--- src/rtl/tkpq_pkg.sv ---
`timescale 1ns / 1ps
// Shared types and constants for the two-key priority queue.
package tkpq_pkg;

  localparam int unsigned QueueDepth = 16;
  localparam int unsigned CntW       = $clog2(QueueDepth + 1);
  localparam int unsigned IdW        = 16;
  localparam int unsigned AmountW    = 32;
  localparam int unsigned ScoreW     = 10;
  localparam int unsigned StatusW    = 2;

  localparam logic CMD_INSERT = 1'b0;
  localparam logic CMD_POP    = 1'b1;

  localparam logic [StatusW-1:0] STATUS_DONE  = 2'd0;
  localparam logic [StatusW-1:0] STATUS_EMPTY = 2'd1;
  localparam logic [StatusW-1:0] STATUS_FULL  = 2'd2;

  typedef struct packed {
    logic [IdW-1:0]     id;
    logic [AmountW-1:0] amount;
    logic [ScoreW-1:0]  score;
  } entry_t;

  typedef struct packed {
    logic insert;
    logic pop;
  } cell_ctrl_t;

endpackage

--- src/rtl/tkpq_cell.sv ---
`timescale 1ns / 1ps
// One slot of the sorted queue: compares against the new entry and shifts.
module tkpq_cell (
  input  logic                clk_i,
  input  tkpq_pkg::cell_ctrl_t ctrl_i,
  input  logic                valid_i,
  input  tkpq_pkg::entry_t    new_i,
  input  tkpq_pkg::entry_t    left_i,
  input  logic                left_ahead_i,
  input  tkpq_pkg::entry_t    right_i,
  output tkpq_pkg::entry_t    entry_o,
  output logic                ahead_o
);

  tkpq_pkg::entry_t entry_q, entry_d;

  // stored entry stays ahead of the new one
  assign ahead_o = valid_i &&
                   ((entry_q.amount > new_i.amount) ||
                    ((entry_q.amount == new_i.amount) && (entry_q.score >= new_i.score)));

  always_comb begin
    entry_d = entry_q;
    if (ctrl_i.insert) begin
      if (!ahead_o) begin
        if (left_ahead_i) begin
          entry_d = new_i;
        end else begin
          entry_d = left_i;
        end
      end
    end else if (ctrl_i.pop) begin
      entry_d = right_i;
    end
  end

  always_ff @(posedge clk_i) begin
    entry_q <= entry_d;
  end

  assign entry_o = entry_q;

endmodule

--- src/rtl/two_key_priority_queue.sv ---
`timescale 1ns / 1ps
// Top level of the two-key priority queue: cell chain, fill count, result register.
//
// Usage:
//   Input channel (in_valid_i/in_ready_o) carries one request: command_i
//   selects insert or pop; entry_id_i, amount_i, score_i are the entry.
//   Output channel (out_valid_o/out_ready_i) returns one result per request:
//   status, popped entry (zero unless a pop succeeded) and occupancy.
//   Entries are kept sorted by descending amount, then descending score,
//   first-in among full ties. Every cell compares with the new entry in
//   parallel, so the whole chain updates at once; the result appears the
//   cycle after acceptance. One request per cycle is sustained while the
//   receiver takes results; the single result register sets that limit.
//   If the receiver stalls, the result is held and in_ready_o drops until
//   it is taken. Reset empties the queue and clears the output valid; slot
//   contents are not cleared.
module two_key_priority_queue (
  input  logic                                clk_i,
  input  logic                                rst_ni,
  input  logic                                in_valid_i,
  output logic                                in_ready_o,
  input  logic                                command_i,
  input  logic [tkpq_pkg::IdW-1:0]            entry_id_i,
  input  logic [tkpq_pkg::AmountW-1:0]        amount_i,
  input  logic [tkpq_pkg::ScoreW-1:0]         score_i,
  output logic                                out_valid_o,
  input  logic                                out_ready_i,
  output logic [tkpq_pkg::StatusW-1:0]        status_o,
  output logic [tkpq_pkg::IdW-1:0]            out_id_o,
  output logic [tkpq_pkg::AmountW-1:0]        out_amount_o,
  output logic [tkpq_pkg::ScoreW-1:0]         out_score_o,
  output logic [tkpq_pkg::CntW-1:0]           occupancy_o
);

  localparam int unsigned Depth = tkpq_pkg::QueueDepth;
  localparam int unsigned CntW  = tkpq_pkg::CntW;

  logic                   accept;
  logic                   is_full, is_empty;
  tkpq_pkg::cell_ctrl_t   ctrl;
  tkpq_pkg::entry_t       new_entry;
  tkpq_pkg::entry_t       cell_entry [Depth];
  logic [Depth-1:0]       cell_ahead;

  logic [CntW-1:0]        count_q, count_d;
  logic                   out_valid_q, out_valid_d;
  logic [tkpq_pkg::StatusW-1:0] status_q, status_d;
  tkpq_pkg::entry_t       out_entry_q, out_entry_d;

  assign in_ready_o = !out_valid_q || out_ready_i;
  assign accept     = in_valid_i && in_ready_o;
  assign is_full    = (count_q == CntW'(Depth));
  assign is_empty   = (count_q == '0);

  assign new_entry.id     = entry_id_i;
  assign new_entry.amount = amount_i;
  assign new_entry.score  = score_i;

  assign ctrl.insert = accept && (command_i == tkpq_pkg::CMD_INSERT) && !is_full;
  assign ctrl.pop    = accept && (command_i == tkpq_pkg::CMD_POP) && !is_empty;

  for (genvar i = 0; i < Depth; i++) begin : g_cell
    tkpq_pkg::entry_t left_entry, right_entry;
    logic             left_ahead;
    logic             slot_valid;

    assign slot_valid = (count_q > CntW'(i));

    if (i == 0) begin : g_head
      assign left_entry = new_entry;
      assign left_ahead = 1'b1;
    end else begin : g_body
      assign left_entry = cell_entry[i-1];
      assign left_ahead = cell_ahead[i-1];
    end

    if (i == Depth - 1) begin : g_tail
      assign right_entry = cell_entry[i];
    end else begin : g_mid
      assign right_entry = cell_entry[i+1];
    end

    tkpq_cell u_cell (
      .clk_i        (clk_i),
      .ctrl_i       (ctrl),
      .valid_i      (slot_valid),
      .new_i        (new_entry),
      .left_i       (left_entry),
      .left_ahead_i (left_ahead),
      .right_i      (right_entry),
      .entry_o      (cell_entry[i]),
      .ahead_o      (cell_ahead[i])
    );
  end

  always_comb begin
    count_d = count_q;
    if (ctrl.insert) begin
      count_d = count_q + CntW'(1);
    end else if (ctrl.pop) begin
      count_d = count_q - CntW'(1);
    end
  end

  always_comb begin
    out_valid_d = out_valid_q;
    status_d    = status_q;
    out_entry_d = out_entry_q;
    if (out_valid_q && out_ready_i) begin
      out_valid_d = 1'b0;
    end
    if (accept) begin
      out_valid_d = 1'b1;
      out_entry_d = '0;
      status_d    = tkpq_pkg::STATUS_DONE;
      case (command_i)
        tkpq_pkg::CMD_INSERT: begin
          if (is_full) begin
            status_d = tkpq_pkg::STATUS_FULL;
          end
        end
        tkpq_pkg::CMD_POP: begin
          if (is_empty) begin
            status_d = tkpq_pkg::STATUS_EMPTY;
          end else begin
            out_entry_d = cell_entry[0];
          end
        end
        default: begin
          status_d = tkpq_pkg::STATUS_DONE;
        end
      endcase
    end
  end

  always_ff @(posedge clk_i or negedge rst_ni) begin
    if (!rst_ni) begin
      count_q     <= '0;
      out_valid_q <= 1'b0;
    end else begin
      count_q     <= count_d;
      out_valid_q <= out_valid_d;
    end
  end

  logic [CntW-1:0] occ_q;

  always_ff @(posedge clk_i) begin
    status_q    <= status_d;
    out_entry_q <= out_entry_d;
    if (accept) begin
      occ_q <= count_d;
    end
  end

  assign out_valid_o  = out_valid_q;
  assign status_o     = status_q;
  assign out_id_o     = out_entry_q.id;
  assign out_amount_o = out_entry_q.amount;
  assign out_score_o  = out_entry_q.score;
  assign occupancy_o  = occ_q;

endmodule

--- config.mk ---
export PLATFORM = sky130hd
export DESIGN_NAME = two_key_priority_queue
export DESIGN_NICKNAME = d
export VERILOG_FILES = /design/src/rtl/tkpq_pkg.sv /design/src/rtl/tkpq_cell.sv /design/src/rtl/two_key_priority_queue.sv
export SDC_FILE = /design/constraint.sdc
export NUM_CORES = 2
export LEC_CHECK = 0
export ABC_AREA = 0
export BUFFER_PORTS_ARGS = -buffer_cell sky130_fd_sc_hd__buf_2
export CAP_MARGIN = 10
export CORE_MARGIN = 10
export CORE_UTILIZATION = 67
export DETAILED_ROUTE_END_ITERATION = 7
export PLACE_DENSITY = 0.88
export SYNTH_ARGS = -nofsm -noshare
export SYNTH_HDL_FRONTEND = slang
export SYNTH_SLANG_ARGS = --single-unit
--- constraint.sdc ---
create_clock -name clk_i -period 15.5 [get_ports clk_i]
set_clock_uncertainty 0.15 [all_clocks]
set_input_delay 3.875 -clock clk_i [delete_from_list [all_inputs] [get_ports clk_i]]
set_output_delay 3.875 -clock clk_i [all_outputs]
set_load 0.005 [all_outputs]
---- After elaboration in Yosys (flattened, before gate mapping) ----
Index checks and enable logic that the tools add are counted.
word-level totals
  register bits after elaboration ......... 999
  bits of input ports ..................... 63
  output and inout port bits .............. 67
  word-level logic and storage cells ...... 284
cells by class
  add/sub/neg operators ................... 2
  $lt $le $gt $ge ......................... 48
  equality and inequality tests ........... 32
  multiplexer cells ....................... 67
  bitwise logic cells ..................... 2
  reduce and logical (&&, ||, !) cells .... 78
operators by type and width
  cell                                                                   number
  58-bit 2-to-1 mux                                                      60
  32-bit equality test                                                   16
  32-bit > comparator                                                    16
  10-bit >= comparator                                                   16
  5-bit by 4-bit > comparator with 1-bit output (second input constant)  8
  1-bit logical AND                                                      38
  2-bit AND reduction                                                    16
  2-bit != test (second input constant)                                  15
  5-bit by 3-bit > comparator with 1-bit output (second input constant)  4
  1-bit logical OR                                                       17
  5-bit by 1-bit > comparator with 1-bit output (second input constant)  2
  5-bit by 2-bit > comparator with 1-bit output (second input constant)  2
  5-bit 2-to-1 mux                                                       2
  5-bit by 1-bit adder with 5-bit output (second input constant)         1
  5-bit equality test (second input constant)                            1
  5-bit logical NOT                                                      1
  5-bit by 1-bit subtractor with 5-bit output (second input constant)    1
  2-bit case mux with 2 select lines                                     1
  2-bit nonzero test                                                     2
  1-bit logical NOT                                                      3
  1-bit 2-to-1 mux                                                       3
  2-bit 2-to-1 mux                                                       1
  1-bit inverter                                                         2
  2-bit OR reduction                                                     1

---- Depth between registers and ports, before layout ----
  depth after elaboration ................. 7
  depth in mapped cells ................... 13
  gate-level depth less buffers ........... 10

---- By module ----
Synthesis repeated with hierarchy kept, for this count alone.
unflattened totals
  cell total of the unflattened synthesis .. 6655
  area total of the unflattened synthesis .. 67076.8 µm²
by module, submodules not included
  module                  times used  cells each  area an instance (µm²)  seq. area each (µm²)
  tkpq_cell               16          403         4006.3                  1741.7
  two_key_priority_queue  1           207         2975.4                  2102.0

---- Least setup slack after synthesis ----
No wires, ideal clock.
  kind .................................... input port to flip-flop
  start point ............................. input amount_i[17] in the netlist's numbering
  end point ............................... register g_cell[14].u_cell.entry_q (netlist bit g_cell[14].u_cell.entry_o[0]), enable pin
  library setup time ...................... 0.554 ns
  arrival ................................. 10.342 ns
  required time ........................... 14.796 ns
  path slack .............................. 4.454 ns
  stages on the path ...................... 13
  buffers on the path ..................... 3
  cell sequence ........................... inv_1 -> ha_1 -> a21o_1 -> a21o_1 -> a21oi_1 -> o21ai_0 -> a2111oi_0 -> nand3_1 -> and3_1 -> clkbuf_1 -> buf_1 -> buf_2 -> o21ai_0
on the way
  cells in the longest elaborated chain, start to end .. 6
  elaborated cells on any way between the ends .. 7
  those cells by class .................... 1 x order compare; 2 x eq/ne; 4 x reduce/logical
RTL lines
  element                                                      RTL line                      text
  start, declared                                              two_key_priority_queue.sv:24  input logic [tkpq_pkg::AmountW-1:0] amount_i,
  branches (longest 2 deep; another with 32-bit > comparator)  --
  1-bit logical OR *                                           tkpq_cell.sv:19               ((entry_q.amount > new_i.amount) ||
  1-bit logical AND *                                          tkpq_cell.sv:18               assign ahead_o = valid_i &&
  2-bit != test (no line) *                                    --
  2-bit AND reduction (no line) *                              --
  end signal, assigned                                         tkpq_cell.sv:38               entry_q <= entry_d;
  end, declared                                                tkpq_cell.sv:15               tkpq_pkg::entry_t entry_q, entry_d;
Every way passes the cells marked *.
A chain may end at the register's enable or synchronous reset.

==> impl_results.md <==
* Status: finished, violations left
* Failing checks: design-rule violations
* Row cnt at 112
* Port bufs at 129
* Most used DFF post-synth: edfxtp_1
* HP Class: flop to flop
* Slew Limit Fails at 0
* Initial Util at about two thirds
* Clock buffer depth at 3
* DR vias at 50,500
* Chip height at 327 µm
* Flops & latches, synth at roughly 1,000
* Synth Area in XOR/XNOR at less than 1%
* Largest family of logic cells by synthesized area: adder cells
* Total CTS buffers at around 100
* Ys async rst share at 0.601%
* Root Buffer Master: clkbuf_16
* Commonest cells after routing, fill and taps aside: edfxtp_1, mux2i_1, ha_1
* CP startpoint kind: input port
* DRC at 4
* Commonest non-fill, non-tap cell in the layout: edfxtp_1
* Routability Congestion at between 1 and 1.5
* Setup Buffers After CTS at 0
* RSZ-0062 raised after global routing: no
* Synth Area in Simple Gates at 10.1%
* Global Route Usage Sum at a little over a third
* Die ar. at around 0.11 mm²
* Synth Area in Compound Gates at 13.3%
* Storage cell area at ~0.03 mm²
* H-tree levels at 3
* Layout cell share with drive strength beyond 1 at 7.58%
* DRT antenna net count at 0
* Post-Syn Instances at a little under 6,000
* Layout net count at approximately 6,500
* Core box area at between 0.09 and 0.1 mm²
* Final hold vios at 0
* Worst-margin pin slew at around 1.3 ns
* CP endpoint kind: flop
* Worst-path fanout max at 39
* Hold path start: g_cell[15].u_cell.entry_o[49]
* Number of hold buffers added after cts at 0
* Final Cycle Share at between 60% and 70%
* Post-synthesis mux area share at 12.8%
* I/O pins at 130
* Vias per Instance at 7.14
* Maximum VDD drop at between 0.15 and 0.2 mV
* CP arrival at 9.60 ns
* Final wirelength at 203 mm
* Max cap viols at 0
* Post-synth cell types at 62
* Layout overhead on the synthesized area at 7.99%
* Min Tclk post-route at roughly 9.3 ns
* Worst Path Required at 15.79 ns
* Iteration-0 DRC Markers at 8,174
* Post-Synth Adder-Cell Area at approximately 13%
* Worst-Skew Late Latency at 0.74 ns
* Post-synthesis sequential area ratio at between 40 and 50%
* Fillers at 6,188
* Sink Count at 999
* Post-Syn Area per Cell at about 11 µm²
* DRT Pass-1 Iters at 8
* Synthesized cell area at 0.0632 mm²
* Crit Path Class: input port to flop
* Vias in the first global route at 49,000
* Grt ovf at 0
* Syn Nets at 6,536
* Clk pin slew, worst setup/hold paths at 0.07 ns
* Avg WL per Cell at 28.7 µm
* Pleak at 30.2 nW
* Final Worst Setup Slack at 6.19 ns
* First-pass GRT wire length at 302 mm
* Fmax at 107 MHz
* Post_cts resized at 0
* Multi-input combinational cell area at 0.0317 mm²
* Post-synth EDFFs at 993
* CP Launch Point: amount_i[23]
* Crit Reg-Reg Startpoint: g_cell[11].u_cell.entry_o[40]
* PwrDens at 146 mW/mm²
* Final core occ at 73.0%
* Setup slack after placement at 5.88 ns
* Synth warn at 0
* Largest net degree at the start of global routing at 297
* Hpwl dp at between 100 and 150 mm
* Die W at 327 µm
* Initial antenna violation count at 9
* Hold_ws at roughly 0.38 ns
* Worst rel slew slack at 10.1%
* TNS Setup at 0 ns
* # setup viols final at 0
* CTS tree: built
## synth_stat cells (all sizes together), types with 64 or more instances
library cell / number / share of area, %
clkbuf: 304 / 1.8
o21ai: 602 / 4.8
ha: 677 / 13
edfxtp: 993 / 47
mux2i: 742 / 12
and3: 120 / 1.2
a221o: 64 / 1.0
a21o: 179 / 2.1
buf: 70 / 0.55
a21oi: 431 / 3.4
nor2: 334 / 2.0
inv: 94 / 0.56
nand2: 640 / 3.8
nand4: 107 / 1.1
## flip-flops by register name, indices dropped and copies added, names as in the netlist
register	count
count_q	5
g_cell.u_cell.entry_o	928
occupancy_o	5
out_amount_o	32
out_id_o	16
out_score_o	10
out_valid_o	1
status_o	2
## path summary, 6_finish.rpt
| kind | to | slack, ns | cells past startpoint |
|---|---|---|---|
| setup / recovery | g_cell[1].u_cell.entry_o[14] | 6.19 | 12 |
| min in group asynchronous | count_q[2] | 2.86 | 1 |
| max in group asynchronous | out_valid_o | 12.13 | 1 |
| hold / removal | g_cell[14].u_cell.entry_o[49] | 0.38 | 2 |
| hold reg to reg | g_cell[14].u_cell.entry_o[49] | 0.38 | 2 |
| setup reg to reg | g_cell[12].u_cell.entry_o[24] | 9.73 | 11 |
## layer usage
layer  track usage [%]  vias up  routed length (µm)
li1                  -    21800                   -
met1              47.5    24000               73400
met2              53.9     3887               86600
met3              10.4      835               28300
met4              23.2       10               14800
met5                 0        -                  69
## area by class of cell
| cell class | instances | share of cell area [%] |
|---|---|---|
| repair buffers | 200 | 1.77 |
| flip-flops and latches | 999 | 43.9 |
| diodes | 3 | 0.0110 |
| clock buffers | 125 | 3.99 |
| inverters | 95 | 0.524 |
| clock inverters | 68 | 1.05 |
| multi-input cells | 4328 | 46.4 |
| well taps | 1254 | 2.30 |
## critical path, cell delays in order
cell       delay, ns
buf_2           0.30
inv_1           0.49
ha_1            0.51
nand4_1         0.28
nor3_1          1.14
o2111ai_1       0.48
a211oi_1        0.41
a21oi_1         0.18
o21ai_4         0.47
buf_4           0.95
mux2i_1         0.34
a21oi_1         0.13
## kinds of logic after synthesis
family	Yosys count
buffers and inverters	469
AND/OR/NAND/NOR	1416
XOR/XNOR	3
AO/OA/AOI/OAI	1432
adder cells (fa/ha/maj)	677
flip-flops	999
multiplexers	800
## where the power goes
group          leakage (nW)  internal (mW)  total (mW)  switching (mW)
clock network          1.67           1.47        2.60            1.14
logic                  19.1           1.21        3.36            2.15
registers              9.46           3.63        4.01           0.378
total                  30.2           6.31        9.97            3.66
## per-stage QoR
step / area [µm²] / power (mW) / instances
5_1_grt: 68200 / 10.3 / 7070
4_1_cts: 68200 / 9.81 / 7069
6_report: 68200 / 9.97 / 7072
3_5_place_dp: 64800 / 7.23 / 6876
2_1_floorplan: 63200 / 6.10 / 5796
3_3_place_gp: 64800 / 7.09 / 6874
Power figures use the tool's default switching activity.
